==> src/bdlp_pkg.sv <==
`timescale 1ns / 1ps
package bdlp_pkg;

  localparam int NOW_W      = 32;
  localparam int TIME_CFG_W = 16;
  localparam int CFG_ADDR_W = 2;
  localparam int CFG_DATA_W = 16;
  localparam int CMDQ_DEPTH = 2;
  localparam int CMDQ_PW    = 1;
  localparam int CMDQ_CW    = 2;

  localparam logic MODE_POLL  = 1'b0;
  localparam logic REQ_NOTIFY = 1'b1;

  localparam logic [TIME_CFG_W-1:0] DEBOUNCE_RST = 16'd20;
  localparam logic [TIME_CFG_W-1:0] LONG_RST     = 16'd1000;

  typedef enum logic [CFG_ADDR_W-1:0] {
    CFG_MODE     = 2'd0,
    CFG_LEVEL    = 2'd1,
    CFG_DEBOUNCE = 2'd2,
    CFG_LONG     = 2'd3
  } cfg_idx_t;

  typedef enum logic [1:0] {
    K_UPDATE_POLL  = 2'd0,
    K_UPDATE_DRAIN = 2'd1,
    K_NOTIFY       = 2'd2,
    K_ERROR        = 2'd3
  } kind_t;

  typedef enum logic [2:0] {
    B_IDLE,
    B_DISPATCH,
    B_RD,
    B_DRAIN,
    B_COMMIT,
    B_LONG,
    B_RESULT
  } bst_t;

  typedef struct packed {
    logic                  mode;
    logic                  press_pol;
    logic [TIME_CFG_W-1:0] debounce;
    logic [TIME_CFG_W-1:0] long_press;
  } cfg_t;

  typedef struct packed {
    kind_t             kind;
    logic              lvl;
    logic [NOW_W-1:0]  now;
  } cmd_t;

  typedef struct packed {
    logic             raw;
    logic             stable;
    logic [2:0]       edges;
    logic             long_flag;
    logic             long_rep;
    logic             cand_valid;
    logic             cand_level;
    logic [NOW_W-1:0] cand_time;
    logic [NOW_W-1:0] press_time;
  } dbst_t;

  typedef struct packed {
    logic status;
    logic raw_level_pressed;
    logic stable_pressed;
    logic press_edge;
    logic release_edge;
    logic long_held;
    logic long_edge;
  } res_t;

  function automatic dbst_t db_commit(dbst_t s, logic [NOW_W-1:0] ref_t,
                                      logic [TIME_CFG_W-1:0] deb);
    dbst_t            r;
    logic [NOW_W-1:0] elapsed;
    r       = s;
    elapsed = ref_t - s.cand_time;
    if (s.cand_valid) begin
      if (s.cand_level == s.stable) begin
        r.cand_valid = 1'b0;
      end else if (elapsed >= {{(NOW_W-TIME_CFG_W){1'b0}}, deb}) begin
        r.stable     = s.cand_level;
        r.cand_valid = 1'b0;
        r.long_flag  = 1'b0;
        r.long_rep   = 1'b0;
        if (s.cand_level) begin
          r.edges[0]   = 1'b1;
          r.press_time = s.cand_time + {{(NOW_W-TIME_CFG_W){1'b0}}, deb};
        end else begin
          r.edges[1]   = 1'b1;
          r.press_time = '0;
        end
      end
    end
    return r;
  endfunction

  function automatic dbst_t db_sample(dbst_t s, logic lvl, logic [NOW_W-1:0] t);
    dbst_t r;
    r     = s;
    r.raw = lvl;
    if (lvl == s.stable) begin
      r.cand_valid = 1'b0;
    end else if (!s.cand_valid || s.cand_level != lvl) begin
      r.cand_level = lvl;
      r.cand_time  = t;
      r.cand_valid = 1'b1;
    end
    return r;
  endfunction

  function automatic dbst_t db_long(dbst_t s, logic [NOW_W-1:0] now,
                                    logic [TIME_CFG_W-1:0] lp);
    dbst_t            r;
    logic [NOW_W-1:0] held;
    r    = s;
    held = now - s.press_time;
    if (s.stable && !s.long_rep && held >= {{(NOW_W-TIME_CFG_W){1'b0}}, lp}) begin
      r.long_flag = 1'b1;
      r.edges[2]  = 1'b1;
      r.long_rep  = 1'b1;
    end
    return r;
  endfunction

endpackage

==> src/button_debounce_long_press.sv <==
`timescale 1ns / 1ps
// Button debouncer with long-press detection. Each input transfer is an update
// (in_tuser = 0) or a pin-change notification (in_tuser = 1) carrying a raw pin
// level and a millisecond timestamp; every transfer yields exactly one result.
// A front stage classifies transfers into a two-entry command queue; a back-end
// sequencer executes them one at a time against the debounce state and the
// QUEUE_DEPTH-entry sample memory. A notification or error goes straight to
// the result; a polling update passes commit and long-press check first; an
// interrupt-mode update also first drains queued samples (one memory read and
// one commit/sample step per entry). Throughput is bounded by the back-end
// sequencer. Configuration must be written through cfg_we/cfg_addr/cfg_wdata
// only while the block is idle (not enforced); no clearing pass after reset.
module button_debounce_long_press import bdlp_pkg::*; #(
  parameter int QUEUE_DEPTH = 8
) (
  input  logic                  clk,
  input  logic                  rst_n,
  input  logic                  cfg_we,
  input  logic [CFG_ADDR_W-1:0] cfg_addr,
  input  logic [CFG_DATA_W-1:0] cfg_wdata,
  input  logic                  in_tvalid,
  output logic                  in_tready,
  input  logic [39:0]           in_tdata,   // pin_level, now_ms[31:0], zero pad
  input  logic                  in_tuser,   // req_type
  output logic                  out_tvalid,
  input  logic                  out_tready,
  output logic [7:0]            out_tdata,  // raw_level_pressed, stable_pressed,
                                            // press_edge, release_edge,
                                            // long_held, long_edge, zero pad
  output logic                  out_tuser   // status
);

  cfg_t cfg_r, cfg_nxt;
  logic push_valid, push_ready, pop_valid, pop;
  cmd_t push_cmd, pop_cmd;
  res_t res;

  always_comb begin
    cfg_nxt = cfg_r;
    if (cfg_we) begin
      unique case (cfg_idx_t'(cfg_addr))
        CFG_MODE:     cfg_nxt.mode       = cfg_wdata[0];
        CFG_LEVEL:    cfg_nxt.press_pol  = cfg_wdata[0];
        CFG_DEBOUNCE: cfg_nxt.debounce   = cfg_wdata[TIME_CFG_W-1:0];
        CFG_LONG:     cfg_nxt.long_press = cfg_wdata[TIME_CFG_W-1:0];
        default:      cfg_nxt = cfg_r;
      endcase
    end
  end

  always_ff @(posedge clk) begin
    if (!rst_n) begin
      cfg_r.mode       <= MODE_POLL;
      cfg_r.press_pol  <= 1'b0;
      cfg_r.debounce   <= DEBOUNCE_RST;
      cfg_r.long_press <= LONG_RST;
    end else begin
      cfg_r <= cfg_nxt;
    end
  end

  bdlp_front u_front (
    .clk        (clk),
    .rst_n      (rst_n),
    .cfg        (cfg_r),
    .in_valid   (in_tvalid),
    .in_ready   (in_tready),
    .req_type   (in_tuser),
    .pin_level  (in_tdata[0]),
    .now_ms     (in_tdata[NOW_W:1]),
    .push_valid (push_valid),
    .push_cmd   (push_cmd),
    .push_ready (push_ready)
  );

  bdlp_cmdq u_cmdq (
    .clk        (clk),
    .rst_n      (rst_n),
    .push_valid (push_valid),
    .push_cmd   (push_cmd),
    .push_ready (push_ready),
    .pop_valid  (pop_valid),
    .pop_cmd    (pop_cmd),
    .pop        (pop)
  );

  bdlp_back #(
    .QUEUE_DEPTH (QUEUE_DEPTH)
  ) u_back (
    .clk       (clk),
    .rst_n     (rst_n),
    .cfg       (cfg_r),
    .cmd_valid (pop_valid),
    .cmd       (pop_cmd),
    .cmd_pop   (pop),
    .out_valid (out_tvalid),
    .res       (res),
    .out_ready (out_tready)
  );

  assign out_tuser = res.status;
  assign out_tdata = {2'b00, res.long_edge, res.long_held, res.release_edge,
                      res.press_edge, res.stable_pressed, res.raw_level_pressed};

  a_long_edge_held: assert property (@(posedge clk) disable iff (!rst_n)
    out_tvalid && out_tdata[5] |-> out_tdata[4] && out_tdata[1])
    else $error("long press edge without long held and stable press");

  a_reset_quiet: assert property (@(posedge clk)
    !rst_n |=> !out_tvalid)
    else $error("result valid right after reset");

  a_no_pop_when_empty: assert property (@(posedge clk) disable iff (!rst_n)
    pop |-> pop_valid)
    else $error("command popped from empty queue");

endmodule

==> src/bdlp_front.sv <==
`timescale 1ns / 1ps
module bdlp_front import bdlp_pkg::*; (
  input  logic             clk,
  input  logic             rst_n,
  input  cfg_t             cfg,
  input  logic             in_valid,
  output logic             in_ready,
  input  logic             req_type,
  input  logic             pin_level,
  input  logic [NOW_W-1:0] now_ms,
  output logic             push_valid,
  output cmd_t             push_cmd,
  input  logic             push_ready
);

  logic  fr_valid_r, fr_valid_nxt;
  cmd_t  fr_cmd_r, fr_cmd_nxt;
  kind_t kind;
  logic  in_acc;

  assign in_ready = !fr_valid_r || push_ready;
  assign in_acc   = in_valid && in_ready;

  always_comb begin
    if (req_type == REQ_NOTIFY) begin
      kind = (cfg.mode == MODE_POLL) ? K_ERROR : K_NOTIFY;
    end else begin
      kind = (cfg.mode == MODE_POLL) ? K_UPDATE_POLL : K_UPDATE_DRAIN;
    end
  end

  always_comb begin
    fr_cmd_nxt   = fr_cmd_r;
    fr_valid_nxt = fr_valid_r && !push_ready;
    if (in_acc) begin
      fr_valid_nxt    = 1'b1;
      fr_cmd_nxt.kind = kind;
      fr_cmd_nxt.lvl  = (pin_level == cfg.press_pol);
      fr_cmd_nxt.now  = now_ms;
    end
  end

  always_ff @(posedge clk) begin
    if (!rst_n) begin
      fr_valid_r <= 1'b0;
    end else begin
      fr_valid_r <= fr_valid_nxt;
    end
    fr_cmd_r <= fr_cmd_nxt;
  end

  assign push_valid = fr_valid_r;
  assign push_cmd   = fr_cmd_r;

endmodule

==> src/bdlp_cmdq.sv <==
`timescale 1ns / 1ps
module bdlp_cmdq import bdlp_pkg::*; (
  input  logic clk,
  input  logic rst_n,
  input  logic push_valid,
  input  cmd_t push_cmd,
  output logic push_ready,
  output logic pop_valid,
  output cmd_t pop_cmd,
  input  logic pop
);

  cmd_t               q_r [CMDQ_DEPTH];
  logic [CMDQ_PW-1:0] wr_ptr_r, wr_ptr_nxt;
  logic [CMDQ_PW-1:0] rd_ptr_r, rd_ptr_nxt;
  logic [CMDQ_CW-1:0] cnt_r, cnt_nxt;
  logic               do_push, do_pop;

  assign push_ready = (cnt_r != CMDQ_CW'(CMDQ_DEPTH));
  assign pop_valid  = (cnt_r != '0);
  assign pop_cmd    = q_r[rd_ptr_r];
  assign do_push    = push_valid && push_ready;
  assign do_pop     = pop && pop_valid;

  always_comb begin
    wr_ptr_nxt = do_push ? wr_ptr_r + 1'b1 : wr_ptr_r;
    rd_ptr_nxt = do_pop ? rd_ptr_r + 1'b1 : rd_ptr_r;
    cnt_nxt    = cnt_r;
    if (do_push && !do_pop) begin
      cnt_nxt = cnt_r + 1'b1;
    end else if (!do_push && do_pop) begin
      cnt_nxt = cnt_r - 1'b1;
    end
  end

  always_ff @(posedge clk) begin
    if (!rst_n) begin
      wr_ptr_r <= '0;
      rd_ptr_r <= '0;
      cnt_r    <= '0;
    end else begin
      wr_ptr_r <= wr_ptr_nxt;
      rd_ptr_r <= rd_ptr_nxt;
      cnt_r    <= cnt_nxt;
    end
  end

  always_ff @(posedge clk) begin
    if (do_push) begin
      q_r[wr_ptr_r] <= push_cmd;
    end
  end

endmodule

==> src/bdlp_back.sv <==
`timescale 1ns / 1ps
module bdlp_back import bdlp_pkg::*; #(
  parameter int QUEUE_DEPTH = 8
) (
  input  logic clk,
  input  logic rst_n,
  input  cfg_t cfg,
  input  logic cmd_valid,
  input  cmd_t cmd,
  output logic cmd_pop,
  output logic out_valid,
  output res_t res,
  input  logic out_ready
);

  localparam int QW      = (QUEUE_DEPTH > 1) ? $clog2(QUEUE_DEPTH) : 1;
  localparam int CW      = $clog2(QUEUE_DEPTH + 1);
  localparam int ENTRY_W = NOW_W + 1;

  bst_t             bst_r, bst_nxt;
  dbst_t            st_r, st_nxt;
  cmd_t             cur_r, cur_nxt;
  logic             stat_r, stat_nxt;
  logic [QW-1:0]    head_r, head_nxt, tail_r, tail_nxt;
  logic [QW-1:0]    head_inc, tail_inc;
  logic [CW-1:0]    cnt_r, cnt_nxt;
  logic             sq_we;
  logic [ENTRY_W-1:0] sq_mem [QUEUE_DEPTH];
  logic [ENTRY_W-1:0] sq_rd_r;
  logic             out_valid_r, out_valid_nxt;
  res_t             res_r, res_nxt;
  logic             out_free;
  dbst_t            st_clr;

  assign out_free = !out_valid_r || out_ready;
  assign head_inc = (head_r == QW'(QUEUE_DEPTH - 1)) ? '0 : head_r + 1'b1;
  assign tail_inc = (tail_r == QW'(QUEUE_DEPTH - 1)) ? '0 : tail_r + 1'b1;

  always_comb begin
    st_clr       = st_r;
    st_clr.edges = '0;
  end

  always_comb begin
    bst_nxt = bst_r;
    unique case (bst_r)
      B_IDLE: begin
        if (cmd_valid) begin
          bst_nxt = B_DISPATCH;
        end
      end
      B_DISPATCH: begin
        unique case (cur_r.kind)
          K_ERROR, K_NOTIFY: bst_nxt = B_RESULT;
          K_UPDATE_POLL:     bst_nxt = B_COMMIT;
          K_UPDATE_DRAIN:    bst_nxt = (cnt_r != '0) ? B_RD : B_COMMIT;
          default:           bst_nxt = B_RESULT;
        endcase
      end
      B_RD:     bst_nxt = B_DRAIN;
      B_DRAIN:  bst_nxt = (cnt_r > CW'(1)) ? B_RD : B_COMMIT;
      B_COMMIT: bst_nxt = B_LONG;
      B_LONG:   bst_nxt = B_RESULT;
      B_RESULT: begin
        if (out_free) begin
          bst_nxt = B_IDLE;
        end
      end
      default:  bst_nxt = B_IDLE;
    endcase
  end

  always_comb begin
    st_nxt        = st_r;
    cur_nxt       = cur_r;
    stat_nxt      = stat_r;
    head_nxt      = head_r;
    tail_nxt      = tail_r;
    cnt_nxt       = cnt_r;
    sq_we         = 1'b0;
    cmd_pop       = 1'b0;
    res_nxt       = res_r;
    out_valid_nxt = out_valid_r && !out_ready;
    unique case (bst_r)
      B_IDLE: begin
        if (cmd_valid) begin
          cmd_pop = 1'b1;
          cur_nxt = cmd;
        end
      end
      B_DISPATCH: begin
        stat_nxt = 1'b0;
        unique case (cur_r.kind)
          K_ERROR: stat_nxt = 1'b1;
          K_NOTIFY: begin
            st_nxt.raw = cur_r.lvl;
            if (cur_r.lvl != st_r.raw) begin
              sq_we    = 1'b1;
              tail_nxt = tail_inc;
              if (cnt_r == CW'(QUEUE_DEPTH)) begin
                head_nxt = head_inc;
              end else begin
                cnt_nxt = cnt_r + 1'b1;
              end
            end
          end
          K_UPDATE_POLL:  st_nxt = db_sample(st_clr, cur_r.lvl, cur_r.now);
          K_UPDATE_DRAIN: st_nxt = st_clr;
          default:        st_nxt = st_r;
        endcase
      end
      B_DRAIN: begin
        st_nxt   = db_sample(db_commit(st_r, sq_rd_r[NOW_W-1:0], cfg.debounce),
                             sq_rd_r[NOW_W], sq_rd_r[NOW_W-1:0]);
        head_nxt = head_inc;
        cnt_nxt  = cnt_r - 1'b1;
      end
      B_COMMIT: st_nxt = db_commit(st_r, cur_r.now, cfg.debounce);
      B_LONG:   st_nxt = db_long(st_r, cur_r.now, cfg.long_press);
      B_RESULT: begin
        if (out_free) begin
          out_valid_nxt             = 1'b1;
          res_nxt.status            = stat_r;
          res_nxt.raw_level_pressed = st_r.raw;
          res_nxt.stable_pressed    = st_r.stable;
          res_nxt.press_edge        = st_r.edges[0];
          res_nxt.release_edge      = st_r.edges[1];
          res_nxt.long_held         = st_r.long_flag;
          res_nxt.long_edge         = st_r.edges[2];
        end
      end
      default: st_nxt = st_r;
    endcase
  end

  always_ff @(posedge clk) begin
    if (!rst_n) begin
      bst_r       <= B_IDLE;
      st_r        <= '0;
      head_r      <= '0;
      tail_r      <= '0;
      cnt_r       <= '0;
      out_valid_r <= 1'b0;
    end else begin
      bst_r       <= bst_nxt;
      st_r        <= st_nxt;
      head_r      <= head_nxt;
      tail_r      <= tail_nxt;
      cnt_r       <= cnt_nxt;
      out_valid_r <= out_valid_nxt;
    end
    cur_r  <= cur_nxt;
    stat_r <= stat_nxt;
    res_r  <= res_nxt;
  end

  always_ff @(posedge clk) begin
    if (sq_we) begin
      sq_mem[tail_r] <= {cur_r.lvl, cur_r.now};
    end
  end

  always_ff @(posedge clk) begin
    if (bst_r == B_RD) begin
      sq_rd_r <= sq_mem[head_r];
    end
  end

  assign out_valid = out_valid_r;
  assign res       = res_r;

endmodule
==> config.mk <==
export PLATFORM = sky130hd
export DESIGN_NAME = button_debounce_long_press
export DESIGN_NICKNAME = d
export VERILOG_FILES = /design/src/bdlp_pkg.sv /design/src/button_debounce_long_press.sv /design/src/bdlp_front.sv /design/src/bdlp_cmdq.sv /design/src/bdlp_back.sv
export SDC_FILE = /design/constraint.sdc
export NUM_CORES = 1
export LEC_CHECK = 0
export ABC_AREA = 1
export BUFFER_PORTS_ARGS = -buffer_cell sky130_fd_sc_hd__buf_2
export CAP_MARGIN = 20
export CORE_UTILIZATION = 28
export DETAILED_ROUTE_END_ITERATION = 8
export HOLD_SLACK_MARGIN = 0.05
export PLACE_DENSITY = 0.53
export SETUP_SLACK_MARGIN = 0.1
export SLEW_MARGIN = 40
export SYNTH_ARGS = -nofsm -noshare
export SYNTH_HDL_FRONTEND = slang
export SYNTH_SLANG_ARGS = --single-unit
==> constraint.sdc <==
create_clock -name clk -period 4.3 [get_ports clk]
set_clock_uncertainty 0.1 [all_clocks]
set_input_delay 0.645 -clock clk [delete_from_list [all_inputs] [get_ports clk]]
set_output_delay 0.645 -clock clk [all_outputs]
set_load 0.05 [all_outputs]
---- After elaboration in Yosys (flattened, before gate mapping) ----
Memories as Yosys holds them, arrays and structs flattened. A register that Yosys moved wholly into a read port is not among the register bits.
Cells that the tools add are included.
cells by class
  bitwise logic cells ..................... 4
  muxes and demuxes ....................... 70
  order comparisons ....................... 4
  equality and inequality tests ........... 45
  add/sub/neg operators ................... 12
  reductions and logical operators ........ 53
operator list
  operator              count
  $pmux W73 S4          1
  $mux W32              7
  $pmux W71 S2          1
  $ge A32 B16 Y1        3
  $sub A32 B32 Y32      3
  $mux W34              2
  $mux W33              2
  $reduce_and A9 Y1     4
  $add A32 B16 Y32      1
  $mux W1               30
  $mux W3               9
  $mux W5               5
  $ne A2 B1 Y1 const B  12
  $pmux W3 S7           1
  $mux W4               5
  $ne A2 B2 Y1 const B  9
  $eq A3 B3 Y1 const B  5
  $reduce_and A2 Y1     7
  $reduce_and A4 Y1     3
  $reduce_and A5 Y1     2
  $reduce_bool A2 Y1    5
  $logic_and A1 B1 Y1   9
  $logic_not A1 Y1      9
  $pmux W3 S3           1
  28 further kinds      52
storage, ports and cells
  flip-flop bits (word level) ............. 169
  RAM bits ................................ 334
  memories kept ........................... 2
  word-level logic and storage cells ...... 224
  input bits .............................. 64
memories
  memory         depth  width  read ports  clocked after Yosys merged registers in  wr ports  line             source
  u_back.sq_mem  8      33     1           1                                        1         bdlp_back.sv:28  logic [ENTRY_W-1:0] sq_mem [QUEUE_DEPTH];
  u_cmdq.q_r     2      35     1           1                                        1         bdlp_cmdq.sv:13  cmd_t q_r [CMDQ_DEPTH];

---- Longest topological paths before layout ----
  word-level depth ........................ 11
  mapped depth ............................ 32

---- By module ----
A second synthesis with hierarchy kept.
unflattened totals
  cells, all modules ...................... 3669
  area, all modules ....................... 31497.7 um^2
modules (own cells, without submodules)
  module                      cells an instance  seq. area each (um^2)  instances  area each (um^2)
  bdlp_back                   3270               11931.4                1          26047.5
  bdlp_cmdq                   146                2202.1                 1          2920.3
  button_debounce_long_press  209                680.7                  1          1410.1
  bdlp_front                  44                 1071.0                 1          1119.8

---- Least setup slack after synthesis ----
Ideal clock, no wire load.
  path kind ............................... register -> register
  start ................................... register u_back.bst_r[0]
  end ..................................... memory u_back.sq_mem[5][0] (netlist name) (enable)
  path buffers ............................ 0
  cell stages (with the launch flop) ...... 11
  data arrival time ....................... 3.919 ns
  path slack .............................. -0.183 ns
  required time ........................... 3.736 ns
  setup time .............................. 0.464 ns
  clock period less this slack ............ 4.483 ns
  cells stage by stage .................... dfxtp_1 inv_1 nor2_1 inv_1 nor2_1 nand2_1 nor3_1 inv_1 nor2_1 inv_1 nor3_1
between the ends
  longest elaborated chain between the ends .. 4
ends and longest elaborated chain
  item                           line              source
  start, declared                bdlp_back.sv:20   bst_t bst_r, bst_nxt;
  start signal, assigned         bdlp_back.sv:145  bst_r <= bst_nxt;
  $eq A3 B1 Y1                   bdlp_back.sv:84   unique case (bst_r)
  $mux W1                        bdlp_back.sv:84
  $mux W1                        bdlp_back.sv:158  if (sq_we) begin
  $mux W1 (implied by the code)  bdlp_back.sv:159  sq_mem[tail_r] <= {cur_r.lvl, cur_r.now};
  end, declared                  bdlp_back.sv:28
Every way passes these cells.

---- Worst setup path after layout ----
  start ................................... register u_back.sq_rd_r[9], read port of u_back.sq_mem
  end ..................................... register u_back.st_r (netlist bit u_back.st_clr[39])
between the ends
  longest elaborated chain between the ends .. 10
  elaborated cells on any way between the ends .. 16
  those cells by class .................... add/sub (1); order compare (1); eq/ne (3); mux (8); reduce/logical (3)
ends and longest elaborated chain
  item                                  line              source
  start, declared                       bdlp_back.sv:29   logic [ENTRY_W-1:0] sq_rd_r;
  $sub A32 B32 Y32 *                    bdlp_pkg.sv:82    elapsed = ref_t - s.cand_time;
  $ge A32 B16 Y1 *                      bdlp_pkg.sv:86    end else if (elapsed >= {{(NOW_W-TIME_CFG_W){1'b0}}, deb}) begin
  $mux W5                               bdlp_pkg.sv:86
  $mux W1                               bdlp_pkg.sv:84    if (s.cand_level == s.stable) begin
  $mux W5                               bdlp_pkg.sv:83    if (s.cand_valid) begin
  $mux W5                               bdlp_back.sv:84
  $logic_not A1 Y1                      bdlp_pkg.sv:109   end else if (!s.cand_valid || s.cand_level != lvl) begin
  $logic_or A1 B1 Y1                    bdlp_pkg.sv:109
  $ne A2 B1 Y1 (no source line)         n/a
  $reduce_and A9 Y1 (no source line) *  n/a
  end signal, assigned                  bdlp_back.sv:146  st_r <= st_nxt;
  end, declared                         bdlp_back.sv:21   dbst_t st_r, st_nxt;
Mark *: on every way between the ends. The rest lies on a longest branch, timed or not. The select of a mux whose other input is x is not followed.
A chain may end at the register's enable or synchronous reset.

==> Implementation_results.wiki <==
{| class="wikitable"
! Metric !! Value
|-
| Maximum ir drop on the vdd rail || 0.418 mV
|-
| Remaining global-route overflow || 0
|-
| Core outline area || 109000 sq um
|-
| Worst endpoint required time || 4.75 ns
|-
| Sequential fraction of the synthesis area || 51.2%
|-
| Mapped Area || 31000 sq um
|-
| Combined buffer and inverter count along the critical path || 5
|-
| Worst path slowest cell || sky130_fd_sc_hd__edfxtp_1
|-
| Standby leakage power || 15.8 nW
|-
| Insertion delay of the later-clocked pin in the worst-skew pair || 0.66 ns
|-
| Largest delay share family, worst path || simple AND/OR/NAND/NOR gates
|-
| R2R depth || 30
|-
| Classification of the worst setup path || register to register
|-
| Placed inst area || 35000 sq um
|-
| Max FO, Critical Path || 9
|-
| Area Growth Syn to Fin || 26.9%
|-
| Die area || 112000 sq um
|-
| Clock Tree Root || sky130_fd_sc_hd__clkbuf_16
|-
| Wire length of the first global-routing pass || 160000 um
|-
| Sum Neg Setup Slack || -1.89 ns
|-
| Cell occurring most often along the worst timing path || sky130_fd_sc_hd__nand2_4
|-
| Most frequent cell after synthesis || sky130_fd_sc_hd__nand2_1
|-
| Vias in the first global route || 24900
|-
| Number of antenna violations at the first check in global routing || 7
|-
| FILL cells || 11200
|-
| Pin count of the biggest net entering global routing || 134
|-
| Clock period minus final worst setup slack || 4.40 ns
|-
| Core occupancy in the finished layout || 36.0%
|-
| Number of standard-cell rows in the floorplan || 121
|-
| Least setup slack across all paths after layout || -0.0978 ns
|-
| Max-Cap Viols || 0
|-
| Number of buffers on the longest clock path || 3
|-
| Commonest cells post-synth || sky130_fd_sc_hd__nand2_1, sky130_fd_sc_hd__nor2_1, sky130_fd_sc_hd__edfxtp_1
|-
| Mean number of vias per cell || 4.83
|-
| Status || complete, but fails checks
|-
| Post-detailed-route wirelength per cell || 20.0 um
|-
| # H-tree levels || 2
|-
| Total of warnings raised by yosys || 0
|-
| Via count of the routed design || 26700
|-
| Delay of the slowest critical-path stage || 0.54 ns
|-
| Placer's final routability congestion estimate || 0.985
|-
| Worst Tran Pin Value || 0.804 ns
|-
| Critical Path AT || 4.84 ns
|-
| Number of buffers created by CTS || 61
|-
| Setup crit start kind || register
|-
| Crit share post-route || 102%
|-
| Stages on worst setup path || 30
|-
| TritonRoute pass-1 iters || 5
|-
| Half-perimeter wire length after placement || 79600 um
|-
| Violations in the final reports || setup timing
|-
| Register bit total from synthesis || 570
|-
| Chip height || 335 um
|-
| Effective utilization at floorplan || 28.3%
|-
| Worst-path clk slew || 0.06 ns
|-
| Fmax || 227 MHz
|-
| Final-report max-slew violation count || 0
|-
| Overall die width || 335 um
|-
| Cell type with the largest total area after synthesis || sky130_fd_sc_hd__edfxtp_1
|-
| Unique cell type count in the Yosys netlist || 52
|-
| Worst Hold Path Cells || 1
|-
| Final antenna-violating net count || 0
|-
| Number of cells produced by synthesis || 3628
|-
| Post-route standard cell area excluding fillers || 39300 sq um
|-
| CTS tree || built
|-
| Syn avg cell area || 8.53 sq um
|-
| Setup violators final || 33
|-
| Share of layout cells above drive strength 1 || 18.3%
|-
| Most used flip-flop cell after synthesis || sky130_fd_sc_hd__edfxtp_1
|-
| Portion of synthesized cell area occupied by the leading cell type || 43.2%
|-
| Pwr/cell area || 736 nW/um^2
|-
| Count of endpoints failing hold in the final timing report || 0
|-
| Port Buffer Count || 65
|-
| Fraction of registers with async set/reset || 0%
|-
| Post-route total power || 28.9 mW
|-
| RSZ-0062 raised after global routing || true
|-
| Detailed-route DRC error count || 0
|-
| Overall Global Routing Usage || 19.1%
|-
| Total Routed Length || 111000 um
|-
| Top post-synthesis cells by area || sky130_fd_sc_hd__edfxtp_1, sky130_fd_sc_hd__nand2_1, sky130_fd_sc_hd__dfxtp_1
|-
| Worst min-delay path category || input port to register
|-
| Number of enable flip-flop cells after synthesis || 445
|-
| Critical Path End Type || register
|-
| First-iteration detailed-routing DRC count || 2281
|-
| Post-layout nets || 4238
|-
| Count of boundary I/O pins || 75
|-
| Slew headroom || 46.1%
|-
| Clock sink count || 570
|}
[path summary, 6_finish.rpt]
check                  startpoint                   end  slack [ns]
max reg2reg     u_back.sq_rd_r[9]     u_back.st_clr[39]        -0.1
min reg2reg  u_front.push_cmd[23]     u_cmdq.q_r[0][23]        0.34
min                      in_tuser  u_front.push_cmd[34]         0.1
max             u_back.sq_rd_r[9]     u_back.st_clr[39]        -0.1
[metal layers]
layer  vias up  global-route usage [%]  wire length (um)
met5         -                       0                 0
met4         0                    6.52              4520
met1     12800                    25.5             48800
li1      13000                       -                 -
met2       743                    31.9             51300
met3       155                    2.24              5970
[sequential cells by signal (all words and copies together) (netlist names)]
name / cells
u_back.sq_rd_r: 33
u_back.out_valid: 1
u_back.st_r: 3
u_back.stat_r: 1
u_back.sq_mem: 264
u_back.cur_r: 35
u_back.res: 7
u_cmdq.cnt_r: 2
cfg_r: 34
u_back.head_r: 3
u_front.push_valid: 1
u_back.bst_r: 3
u_cmdq.wr_ptr_r: 1
u_back.st_clr: 69
u_back.cnt_r: 4
u_front.push_cmd: 35
u_back.tail_r: 3
u_cmdq.rd_ptr_r: 1
u_cmdq.q_r: 70
[cell type report]
type	count	area [sq um]	area share [%]
multi-input combinational	2551	14400	36.6
timing repair buffer	423	3650	9.28
clock inverter	41	420	1.07
sequential	570	15900	40.4
tap	1476	1850	4.70
clock buffer	72	1630	4.15
inverter	397	1500	3.81
antenna	2	5.00	0.0127
[cells in the final DEF (no fill, tap or decap), types with 12 or more instances in the layout]
cell,n
sky130_fd_sc_hd__edfxtp_1,445
sky130_fd_sc_hd__dlygate4sd3_1,32
sky130_fd_sc_hd__nand3_2,24
sky130_fd_sc_hd__nor2_1,514
sky130_fd_sc_hd__nor2_4,27
sky130_fd_sc_hd__o21bai_1,12
sky130_fd_sc_hd__a31oi_1,40
sky130_fd_sc_hd__nand4_1,47
sky130_fd_sc_hd__inv_2,14
sky130_fd_sc_hd__a21oi_2,16
sky130_fd_sc_hd__a21boi_0,25
sky130_fd_sc_hd__clkinv_2,13
sky130_fd_sc_hd__a21oi_1,214
sky130_fd_sc_hd__inv_1,377
sky130_fd_sc_hd__ha_4,26
sky130_fd_sc_hd__xnor2_1,16
sky130_fd_sc_hd__nand2_2,38
sky130_fd_sc_hd__buf_6,15
sky130_fd_sc_hd__xor2_1,41
sky130_fd_sc_hd__o22ai_1,36
sky130_fd_sc_hd__buf_4,275
sky130_fd_sc_hd__o21ai_0,256
sky130_fd_sc_hd__nand3_1,157
sky130_fd_sc_hd__clkbuf_16,69
sky130_fd_sc_hd__ha_1,135
sky130_fd_sc_hd__dfxtp_1,120
sky130_fd_sc_hd__nor3_1,23
sky130_fd_sc_hd__clkinv_1,12
sky130_fd_sc_hd__nand2_1,729
sky130_fd_sc_hd__buf_12,21
sky130_fd_sc_hd__nor2_2,30
sky130_fd_sc_hd__buf_2,64
[cell families after synthesis]
| kind of cell | count (synthesis) | synth area share, % |
|---|---|---|
| xor+xnor | 64 | 1.81 |
| fa+ha+maj | 170 | 6.97 |
| compound gates | 664 | 11.7 |
| other cells | 1 | 0.0121 |
| simple gates | 1651 | 21.9 |
| buf+inv | 508 | 6.36 |
| flops | 570 | 51.2 |
[where the power goes]
group	internal (mW)	switching, mW	total, mW	leakage (nW)
clock network	3.09	2.33	5.42	0.992
logic	6.04	9.74	15.8	9.72
registers	7.06	0.683	7.74	5.08
total	16.2	12.8	28.9	15.8
[through the flow]
stage	hold WS, ns	cells	setup WS [ns]
floorplan	0.300	3629	-0.183
global placement	0.325	5318	-0.300
detailed placement	0.330	5322	-0.372
CTS	0.0616	5494	-0.0555
finish	0.0974	5532	-0.0978
global route	0.0894	5530	-0.349
[repair_timing]
item	4_1_cts	5_1_grt
hold buffers	32	0
endpoints found under the setup margin	70	71
pin swaps	19	63
buffers inserted	23	31
gates resized for setup	101	196
cloned	4	6
hold endpoints to repair	32	0
[worst reg2reg max path, delay by kind of cell (launching register included)]
family                   cells  cell delay [ns]
buffers and inverters        5             0.81
flip-flops                   1             0.54
AND/OR/NAND/NOR             18             1.36
AO/OA/AOI/OAI                4             0.64
XOR/XNOR                     1             0.18
adder cells (fa/ha/maj)      2             0.66
No activity file was read; power rests on OpenSTA's default activity.
